===== src/design/ccrs_pkg.sv =====
`timescale 1ns / 1ps
// Shared definitions for the comparison-count rank sorter.
// No dependencies; used by the interfaces, the top level and the testbench.
package ccrs_pkg;

  localparam int unsigned MaxElementsDefault = 16;
  localparam int unsigned ValueW             = 32;

  typedef enum logic [2:0] {
    StIdle,
    StLoadRd,
    StLoadCmp,
    StLoadWr,
    StEmitRd,
    StEmitChk
  } state_e;

endpackage


===== src/design/ccrs_if.sv =====
`timescale 1ns / 1ps
// Valid/ready channel interfaces of the rank sorter: input, result and config.
// Depends on ccrs_pkg for the value width.
interface ccrs_in_if;
  logic                                 valid;
  logic                                 ready;
  logic signed [ccrs_pkg::ValueW-1:0]   value;
  logic                                 last;

  modport source (output valid, output value, output last, input ready);
  modport sink   (input valid, input value, input last, output ready);
endinterface

interface ccrs_out_if;
  logic                                 valid;
  logic                                 ready;
  logic signed [ccrs_pkg::ValueW-1:0]   value_res;
  logic                                 last_res;
  logic                                 dropped;

  modport source (output valid, output value_res, output last_res, output dropped,
                  input ready);
  modport sink   (input valid, input value_res, input last_res, input dropped,
                  output ready);
endinterface

interface ccrs_cfg_if;
  logic valid;
  logic ready;
  logic descending;

  modport source (output valid, output descending, input ready);
  modport sink   (input valid, input descending, output ready);
endinterface


===== src/design/comparison_count_rank_sorter.sv =====
`timescale 1ns / 1ps
// Rank sorter top level: sequencer, shared comparator, element and rank RAMs.
// Depends on ccrs_pkg, the ccrs_*_if interfaces and ccrs_ram.
//
// Values are taken one request at a time; the block holds in_i.ready low while
// it works. A new value is compared against every stored value by one shared
// signed comparator, one stored entry at a time (RAM read, then compare and
// rank update). After a request marked last, results come out by scanning rank
// r over all stored entries, with a RAM read and a rank check per (rank, entry)
// pair; the scan holds on a matching entry while the sink holds out_o.ready low.
// Requests beyond MaxElements are discarded and every result of that sequence
// has dropped set. The descending bit may be written at any time the block is
// idle.
module comparison_count_rank_sorter #(
  parameter int unsigned MaxElements = ccrs_pkg::MaxElementsDefault
) (
  input  logic       clk_i,
  input  logic       rst_ni,
  ccrs_in_if.sink    in_i,
  ccrs_out_if.source out_o,
  ccrs_cfg_if.sink   cfg_i
);

  localparam int unsigned IdxW = $clog2(MaxElements);
  localparam int unsigned CntW = $clog2(MaxElements + 1);
  localparam int unsigned ValW = ccrs_pkg::ValueW;

  ccrs_pkg::state_e state_q, state_d;

  logic signed [ValW-1:0] val_q, val_d;
  logic                   last_q, last_d;
  logic                   desc_q;
  logic [CntW-1:0]        fill_q, fill_d;
  logic                   ovf_q, ovf_d;
  logic [IdxW-1:0]        idx_q, idx_d;
  logic [IdxW-1:0]        acc_q, acc_d;
  logic [IdxW-1:0]        rank_q, rank_d;
  logic [IdxW-1:0]        nout_q, nout_d;
  logic                   out_valid_q, out_valid_d;
  logic signed [ValW-1:0] out_val_q, out_val_d;
  logic                   out_last_q, out_last_d;
  logic                   out_drop_q, out_drop_d;

  // RAM ports
  logic                   elem_we, rd_en, rank_we;
  logic [IdxW-1:0]        elem_waddr, rank_waddr;
  logic [IdxW-1:0]        rank_wdata;
  logic [ValW-1:0]        elem_rdata;
  logic [IdxW-1:0]        rank_rdata;

  logic            in_fire, out_free, is_full, cmp_later, rank_hit, idx_end, emit_end;
  logic [IdxW-1:0] slot;

  assign in_fire  = in_i.valid && in_i.ready;
  assign out_free = !out_valid_q || out_o.ready;
  assign is_full  = (fill_q == CntW'(MaxElements));
  assign slot     = fill_q[IdxW-1:0];
  assign idx_end  = (CntW'(idx_q) + CntW'(1)) == fill_q;
  assign emit_end = (CntW'(nout_q) + CntW'(1)) == fill_q;
  assign rank_hit = (rank_rdata == rank_q);

  // Shared comparator: does the stored entry belong after the new value?
  assign cmp_later = desc_q ? (val_q > $signed(elem_rdata))
                            : ($signed(elem_rdata) > val_q);

  assign in_i.ready      = (state_q == ccrs_pkg::StIdle);
  assign cfg_i.ready     = (state_q == ccrs_pkg::StIdle);
  assign out_o.valid     = out_valid_q;
  assign out_o.value_res = out_val_q;
  assign out_o.last_res  = out_last_q;
  assign out_o.dropped   = out_drop_q;

  ccrs_ram #(.Width(ValW), .Depth(MaxElements)) u_elem_ram (
    .clk_i   (clk_i),
    .we_i    (elem_we),
    .waddr_i (elem_waddr),
    .wdata_i (in_i.value),
    .re_i    (rd_en),
    .raddr_i (idx_q),
    .rdata_o (elem_rdata)
  );

  ccrs_ram #(.Width(IdxW), .Depth(MaxElements)) u_rank_ram (
    .clk_i   (clk_i),
    .we_i    (rank_we),
    .waddr_i (rank_waddr),
    .wdata_i (rank_wdata),
    .re_i    (rd_en),
    .raddr_i (idx_q),
    .rdata_o (rank_rdata)
  );

  // Next state
  always_comb begin
    state_d = state_q;
    case (state_q)
      ccrs_pkg::StIdle: begin
        if (in_fire) begin
          if (is_full) begin
            state_d = in_i.last ? ccrs_pkg::StEmitRd : ccrs_pkg::StIdle;
          end else if (fill_q == '0) begin
            state_d = ccrs_pkg::StLoadWr;
          end else begin
            state_d = ccrs_pkg::StLoadRd;
          end
        end
      end
      ccrs_pkg::StLoadRd:  state_d = ccrs_pkg::StLoadCmp;
      ccrs_pkg::StLoadCmp: state_d = idx_end ? ccrs_pkg::StLoadWr : ccrs_pkg::StLoadRd;
      ccrs_pkg::StLoadWr:  state_d = last_q ? ccrs_pkg::StEmitRd : ccrs_pkg::StIdle;
      ccrs_pkg::StEmitRd:  state_d = ccrs_pkg::StEmitChk;
      ccrs_pkg::StEmitChk: begin
        if (!rank_hit) begin
          state_d = ccrs_pkg::StEmitRd;
        end else if (out_free) begin
          state_d = emit_end ? ccrs_pkg::StIdle : ccrs_pkg::StEmitRd;
        end
      end
      default: state_d = ccrs_pkg::StIdle;
    endcase
  end

  // Datapath and RAM controls
  always_comb begin
    val_d       = val_q;
    last_d      = last_q;
    fill_d      = fill_q;
    ovf_d       = ovf_q;
    idx_d       = idx_q;
    acc_d       = acc_q;
    rank_d      = rank_q;
    nout_d      = nout_q;
    out_valid_d = out_valid_q && !out_o.ready;
    out_val_d   = out_val_q;
    out_last_d  = out_last_q;
    out_drop_d  = out_drop_q;
    elem_we     = 1'b0;
    elem_waddr  = slot;
    rd_en       = 1'b0;
    rank_we     = 1'b0;
    rank_waddr  = idx_q;
    rank_wdata  = rank_rdata + IdxW'(1);

    case (state_q)
      ccrs_pkg::StIdle: begin
        if (in_fire) begin
          val_d  = in_i.value;
          last_d = in_i.last;
          idx_d  = '0;
          acc_d  = '0;
          rank_d = '0;
          nout_d = '0;
          if (is_full) begin
            ovf_d = 1'b1;
          end else begin
            elem_we = 1'b1;
          end
        end
      end
      ccrs_pkg::StLoadRd: begin
        rd_en = 1'b1;
      end
      ccrs_pkg::StLoadCmp: begin
        if (cmp_later) begin
          rank_we = 1'b1;
        end else begin
          acc_d = acc_q + IdxW'(1);
        end
        idx_d = idx_q + IdxW'(1);
      end
      ccrs_pkg::StLoadWr: begin
        rank_we    = 1'b1;
        rank_waddr = slot;
        rank_wdata = acc_q;
        fill_d     = fill_q + CntW'(1);
        idx_d      = '0;
        rank_d     = '0;
        nout_d     = '0;
      end
      ccrs_pkg::StEmitRd: begin
        rd_en = 1'b1;
      end
      ccrs_pkg::StEmitChk: begin
        if (!rank_hit || out_free) begin
          // advance the scan: next entry, or wrap to the next rank
          if (idx_end) begin
            idx_d  = '0;
            rank_d = rank_q + IdxW'(1);
          end else begin
            idx_d = idx_q + IdxW'(1);
          end
        end
        if (rank_hit && out_free) begin
          out_valid_d = 1'b1;
          out_val_d   = $signed(elem_rdata);
          out_last_d  = emit_end;
          out_drop_d  = ovf_q;
          nout_d      = nout_q + IdxW'(1);
          if (emit_end) begin
            fill_d = '0;
            ovf_d  = 1'b0;
          end
        end
      end
      default: ;
    endcase
  end

  always_ff @(posedge clk_i or negedge rst_ni) begin
    if (!rst_ni) begin
      state_q     <= ccrs_pkg::StIdle;
      desc_q      <= 1'b0;
      fill_q      <= '0;
      ovf_q       <= 1'b0;
      idx_q       <= '0;
      acc_q       <= '0;
      rank_q      <= '0;
      nout_q      <= '0;
      out_valid_q <= 1'b0;
      last_q      <= 1'b0;
    end else begin
      state_q     <= state_d;
      fill_q      <= fill_d;
      ovf_q       <= ovf_d;
      idx_q       <= idx_d;
      acc_q       <= acc_d;
      rank_q      <= rank_d;
      nout_q      <= nout_d;
      out_valid_q <= out_valid_d;
      last_q      <= last_d;
      if (cfg_i.valid && cfg_i.ready) begin
        desc_q <= cfg_i.descending;
      end
    end
  end

  always_ff @(posedge clk_i) begin
    val_q      <= val_d;
    out_val_q  <= out_val_d;
    out_last_q <= out_last_d;
    out_drop_q <= out_drop_d;
  end

endmodule


===== src/design/ccrs_ram.sv =====
`timescale 1ns / 1ps
// Generic simple dual-port RAM: one write port, one read port, registered read.
// No dependencies.
module ccrs_ram #(
  parameter int unsigned Width = 32,
  parameter int unsigned Depth = 16
) (
  input  logic                     clk_i,
  input  logic                     we_i,
  input  logic [$clog2(Depth)-1:0] waddr_i,
  input  logic [Width-1:0]         wdata_i,
  input  logic                     re_i,
  input  logic [$clog2(Depth)-1:0] raddr_i,
  output logic [Width-1:0]         rdata_o
);

  logic [Width-1:0] mem_q [Depth];
  logic [Width-1:0] rdata_q;

  always_ff @(posedge clk_i) begin
    if (we_i) begin
      mem_q[waddr_i] <= wdata_i;
    end
    if (re_i) begin
      rdata_q <= mem_q[raddr_i];
    end
  end

  assign rdata_o = rdata_q;

endmodule


===== src/flat_wrapper.sv =====
// flat-port wrapper written by rule: the top's interface ports become plain ports
module comparison_count_rank_sorter_flat 
#(
  parameter int unsigned MaxElements = ccrs_pkg::MaxElementsDefault
)
  (clk_i, rst_ni, in_i_valid, in_i_value, in_i_last, in_i_ready, out_o_valid, out_o_value_res, out_o_last_res, out_o_dropped, out_o_ready, cfg_i_valid, cfg_i_descending, cfg_i_ready);
  ccrs_in_if in_i_i ();
  ccrs_out_if out_o_i ();
  ccrs_cfg_if cfg_i_i ();
  input  logic clk_i;
  input  logic rst_ni;
  input wire logic [$bits(in_i_i.valid)-1:0] in_i_valid;
  input wire logic [$bits(in_i_i.value)-1:0] in_i_value;
  input wire logic [$bits(in_i_i.last)-1:0] in_i_last;
  output wire logic [$bits(in_i_i.ready)-1:0] in_i_ready;
  output wire logic [$bits(out_o_i.valid)-1:0] out_o_valid;
  output wire logic [$bits(out_o_i.value_res)-1:0] out_o_value_res;
  output wire logic [$bits(out_o_i.last_res)-1:0] out_o_last_res;
  output wire logic [$bits(out_o_i.dropped)-1:0] out_o_dropped;
  input wire logic [$bits(out_o_i.ready)-1:0] out_o_ready;
  input wire logic [$bits(cfg_i_i.valid)-1:0] cfg_i_valid;
  input wire logic [$bits(cfg_i_i.descending)-1:0] cfg_i_descending;
  output wire logic [$bits(cfg_i_i.ready)-1:0] cfg_i_ready;
  assign in_i_i.valid = in_i_valid;
  assign in_i_i.value = in_i_value;
  assign in_i_i.last = in_i_last;
  assign in_i_ready = in_i_i.ready;
  assign out_o_valid = out_o_i.valid;
  assign out_o_value_res = out_o_i.value_res;
  assign out_o_last_res = out_o_i.last_res;
  assign out_o_dropped = out_o_i.dropped;
  assign out_o_i.ready = out_o_ready;
  assign cfg_i_i.valid = cfg_i_valid;
  assign cfg_i_i.descending = cfg_i_descending;
  assign cfg_i_ready = cfg_i_i.ready;
  comparison_count_rank_sorter #(.MaxElements(MaxElements)) u_core (.clk_i(clk_i), .rst_ni(rst_ni), .in_i(in_i_i), .out_o(out_o_i), .cfg_i(cfg_i_i));
endmodule

===== config.mk =====
export PLATFORM = sky130hd
export DESIGN_NAME = comparison_count_rank_sorter_flat
export DESIGN_NICKNAME = d
export VERILOG_FILES = /design/src/design/ccrs_pkg.sv /design/src/design/ccrs_if.sv /design/src/design/comparison_count_rank_sorter.sv /design/src/design/ccrs_ram.sv /design/src/flat_wrapper.sv
export SDC_FILE = /design/constraint.sdc
export NUM_CORES = 1
export LEC_CHECK = 0
export BUFFER_PORTS_ARGS = -buffer_cell sky130_fd_sc_hd__clkbuf_2
export CAP_MARGIN = 10
export CORE_ASPECT_RATIO = 1.2
export CORE_MARGIN = 3
export CORE_UTILIZATION = 42
export DETAILED_ROUTE_END_ITERATION = 8
export GPL_TIMING_DRIVEN = 0
export SLEW_MARGIN = 0
export SYNTH_ARGS = -nofsm -noshare
export SYNTH_HDL_FRONTEND = slang
export SYNTH_SLANG_ARGS = --single-unit

===== constraint.sdc =====
create_clock -name clk_i -period 6.9 [get_ports clk_i]
set_clock_uncertainty 0.05 [all_clocks]
set_input_delay 1.38 -clock clk_i [delete_from_list [all_inputs] [get_ports clk_i]]
set_output_delay 1.38 -clock clk_i [all_outputs]
set_load 0.01 [all_outputs]

==> summary.md <==
| Metric | Value |
|---|---|
| Post-route antenna net violation count | `0` |
| Initial antenna violation count | `3` |
| Final setup viols | `0` |
| PD cells | `~370 mW/mm^2` |
| Placed Cells | `2260` |
| PortBufs | `75` |
| Largest net degree at the start of global routing | `29` |
| WP buf/inv | `0` |
| Hold Buf Count CTS | `0` |
| CTS-repair resized insts | `0` |
| Top post-synthesis cells by area | `edfxtp_1, mux4_2, dfrtp_1` |
| Root Driver | `clkbuf_16` |
| Core footprint | `0.0650 sq mm` |
| Number of top-level pins | `between 70 and 80` |
| CTS tree | `yes` |
| Lkg Pwr | `roughly 10 nW` |
| Die Height | `~290 um` |
| Worst min-delay path category | `flop to flop` |
| Yosys cell types | `54` |
| Max cap viols | `0` |
| Final Cell Area | `roughly 0.032 sq mm` |
| Maximum vdd drop | `~0.17 mV` |
| Syn nets | `1405` |
| Final wirelength | `about 64 mm` |
| Crit Path Category | `flop to flop` |
| Avg Synthesized Cell Area | `21.0 sq um` |
| Post-Synthesis Cell Area | `0.0278 sq mm` |
| WL/cell | `~27 um` |
| Number of buffers created by CTS | `71` |
| Setup Buffers After CTS | `0` |
| Clock sink count | `706` |
| H-tree levels | `3` |
| DIE WIDTH | `241 um` |
| Worst path cell trace | `ha_1 -> nand4_1 -> nor4_1 -> a21boi_0 -> o32a_1 -> mux2_4 -> mux2_4 -> o21ai_0` |
| Final worst setup slack | `around 2500 ps` |
| Clock latency on the worst-skew pair | `610 ps` |
| Critical path arrival | `4600 ps` |
| DR pass1 iterations | `5` |
| CP peak stage delay | `690 ps` |
| Crit path capture type | `flop` |
| Number of synthesized flops with an enable pin | `between 600 and 700` |
| Effective utilization at floorplan | `0.428` |
| Fmax | `225 MHz` |
| Synth async-reset ratio | `0.0397` |
| GR Overflow Total | `0` |
| Post-route total power | `12.0 mW` |
| Area fraction of the dominant cell type after synthesis | `0.733` |
| Row count | `102` |
| Die area | `0.0693 sq mm` |
| Synthesis-stage register bit count | `706` |
| RSZ-0062 raised after global routing | `false` |
| Worst Path Max Fanout | `7` |
| Final Non-Filler Cells | `2389` |
| P&R area growth vs syn | `15.1%` |
| Post-placement cell area | `0.0297 sq mm` |
| Most frequent cell after synthesis | `edfxtp_1` |
| Max Root-Sink Buffers | `3` |
| Gr usage total | `0.190` |
| Rel. slew slack | `0.238` |
| Vias per cell | `roughly 5.6` |
| Initial DRC Count | `1301` |
| Via count | `13500` |
| Setup crit start kind | `flop` |
| Post-synth top cells | `edfxtp_1, mux4_2, nand2_1` |
| Final hold vios | `0` |
| Fin nets | `approximately 1600` |
| Period minus WS final | `approximately 4400 ps` |
| DRC | `0` |
| First-pass GRT wire length | `94.0 mm` |
| Status | `complete, no violations` |
| Period utilization | `0.644` |
| Synth warn | `0` |
| Vias in the first global route | `approximately 14000` |
| Cell mode on critical path | `mux2_4` |
| Slew @ Worst Pin | `1140 ps` |
| HPWL Detailed | `39.9 mm` |
| Worst Path Required | `7060 ps` |
| Post-synth top flop | `edfxtp_1` |
| Slew Limit Fails | `0` |
| Mapped Cells | `1325` |
| Fraction of layout cells with a size suffix above 1 | `0.272` |
| Synth area leader | `edfxtp_1` |
| Final Wtd Congestion | `about 0.8` |
| Sequential area share after synthesis | `0.758` |
| Slowest stage cell, crit path | `o21ai_0` |
| Clk slew on worst S/H paths | `60 ps` |
| Top delay family on crit path | `compound AO/OA/AOI/OAI gates` |
| DP Worst Slack | `2360 ps` |
==> metal layers <==
metal | global-route usage | part of all wire | wire length [um]
met4 | 0.0605 | 0.025 | 1590
met3 | 0.0313 | 0.053 | 3370
met5 | 0 | 0.00020 | 13
met2 | 0.318 | 0.51 | 32500
met1 | 0.255 | 0.41 | 26500
==> worst register-to-register path: stages (launching register included) <==
cell      delay [ps]
edfxtp_1         400
ha_1             350
nand4_1          270
nor4_1           650
a21boi_0         660
o32a_1           260
mux2_4           360
mux2_4           360
o21ai_0          690
==> registers in the layout, indices dropped and copies added (netlist names), 4 cells and up <==
register,count
u_core.u_elem_ram.mem_q,512
u_core.val_q,32
u_core.u_elem_ram.rdata_o,32
u_core.u_rank_ram.mem_q,64
u_core.idx_q,4
u_core.out_o.value_res,32
u_core.acc_q,4
u_core.fill_q,5
u_core.nout_q,4
u_core.rank_q,4
u_core.u_rank_ram.rdata_o,4
==> per-stage QoR <==
step | utilization | hold WS [ps] | setup TNS (ps)
3_3_place_gp | 0.449 | 388 | -36040
2_1_floorplan | - | 375 | 0
3_5_place_dp | 0.457 | 393 | 0
6_report | 0.492 | 411 | 0
5_1_grt | 0.492 | 416 | 0
4_1_cts | 0.492 | 410 | 0
==> placed cells by master, fill, tap and decap left out, types with 5 or more instances in the layout <==
master,n
mux2i_1,7
o21ai_2,10
clkbuf_2,75
a211oi_1,5
and2_2,11
dfrtp_1,28
nand4_1,9
inv_1,42
nand2_1,65
a21oi_1,23
ha_1,41
mux4_2,180
nor2_1,27
buf_12,19
bufinv_16,6
buf_2,11
clkinv_2,6
nor2b_1,6
buf_1,5
nand3_1,17
clkbuf_1,51
o21ai_0,26
xor2_1,12
xnor2_1,9
edfxtp_1,678
nor3_1,7
o31ai_1,5
clkbuf_16,74
buf_6,5
clkinv_1,19
==> cells by family (layout without fill, tap and decap cells) <==
kind of cell,Yosys count,after routing,synth area share
simple gates,172,172,0.0298
buf+inv,98,328,0.0144
xor+xnor,21,21,0.00662
mux,191,191,0.150
flops,706,706,0.758
compound gates,96,96,0.0219
other cells,0,2,0
fa+ha+maj,41,41,0.0185
==> power breakdown <==
group	internal (mW)	leakage (nW)	switching, mW
Clock	2.18	1.08	1.57
Combinational	1.12	2.84	1.54
Sequential	5.33	6.49	0.217
==> cell type report <==
type,count,area [sq um]
fill,5153,33000
multi-input combinational,521,6340
clock inverter,38,345
antenna,2,5.00
inverter,44,165
buffer,54,234
sequential,706,21100
timing repair buffer,105,867
tap,832,1040
clock buffer,87,1900
==> final timing paths <==
check	endpoint	cells after the start	start	slack [ps]
worst max-delay path	u_core.u_rank_ram.mem_q[10][0]	8	u_core.u_elem_ram.rdata_o[13]	2460
min in group asynchronous	u_core.rank_q[3]	1	rst_ni	780
worst max register to register	u_core.u_rank_ram.mem_q[10][0]	8	u_core.u_elem_ram.rdata_o[13]	2460
max in group asynchronous	u_core.acc_q[2]	1	rst_ni	5540
worst min register to register	u_core.out_o.value_res[0]	0	u_core.u_elem_ram.rdata_o[0]	410
worst min-delay path	u_core.out_o.value_res[0]	0	u_core.u_elem_ram.rdata_o[0]	410
Note: power is estimated with default switching activity, not from simulation.
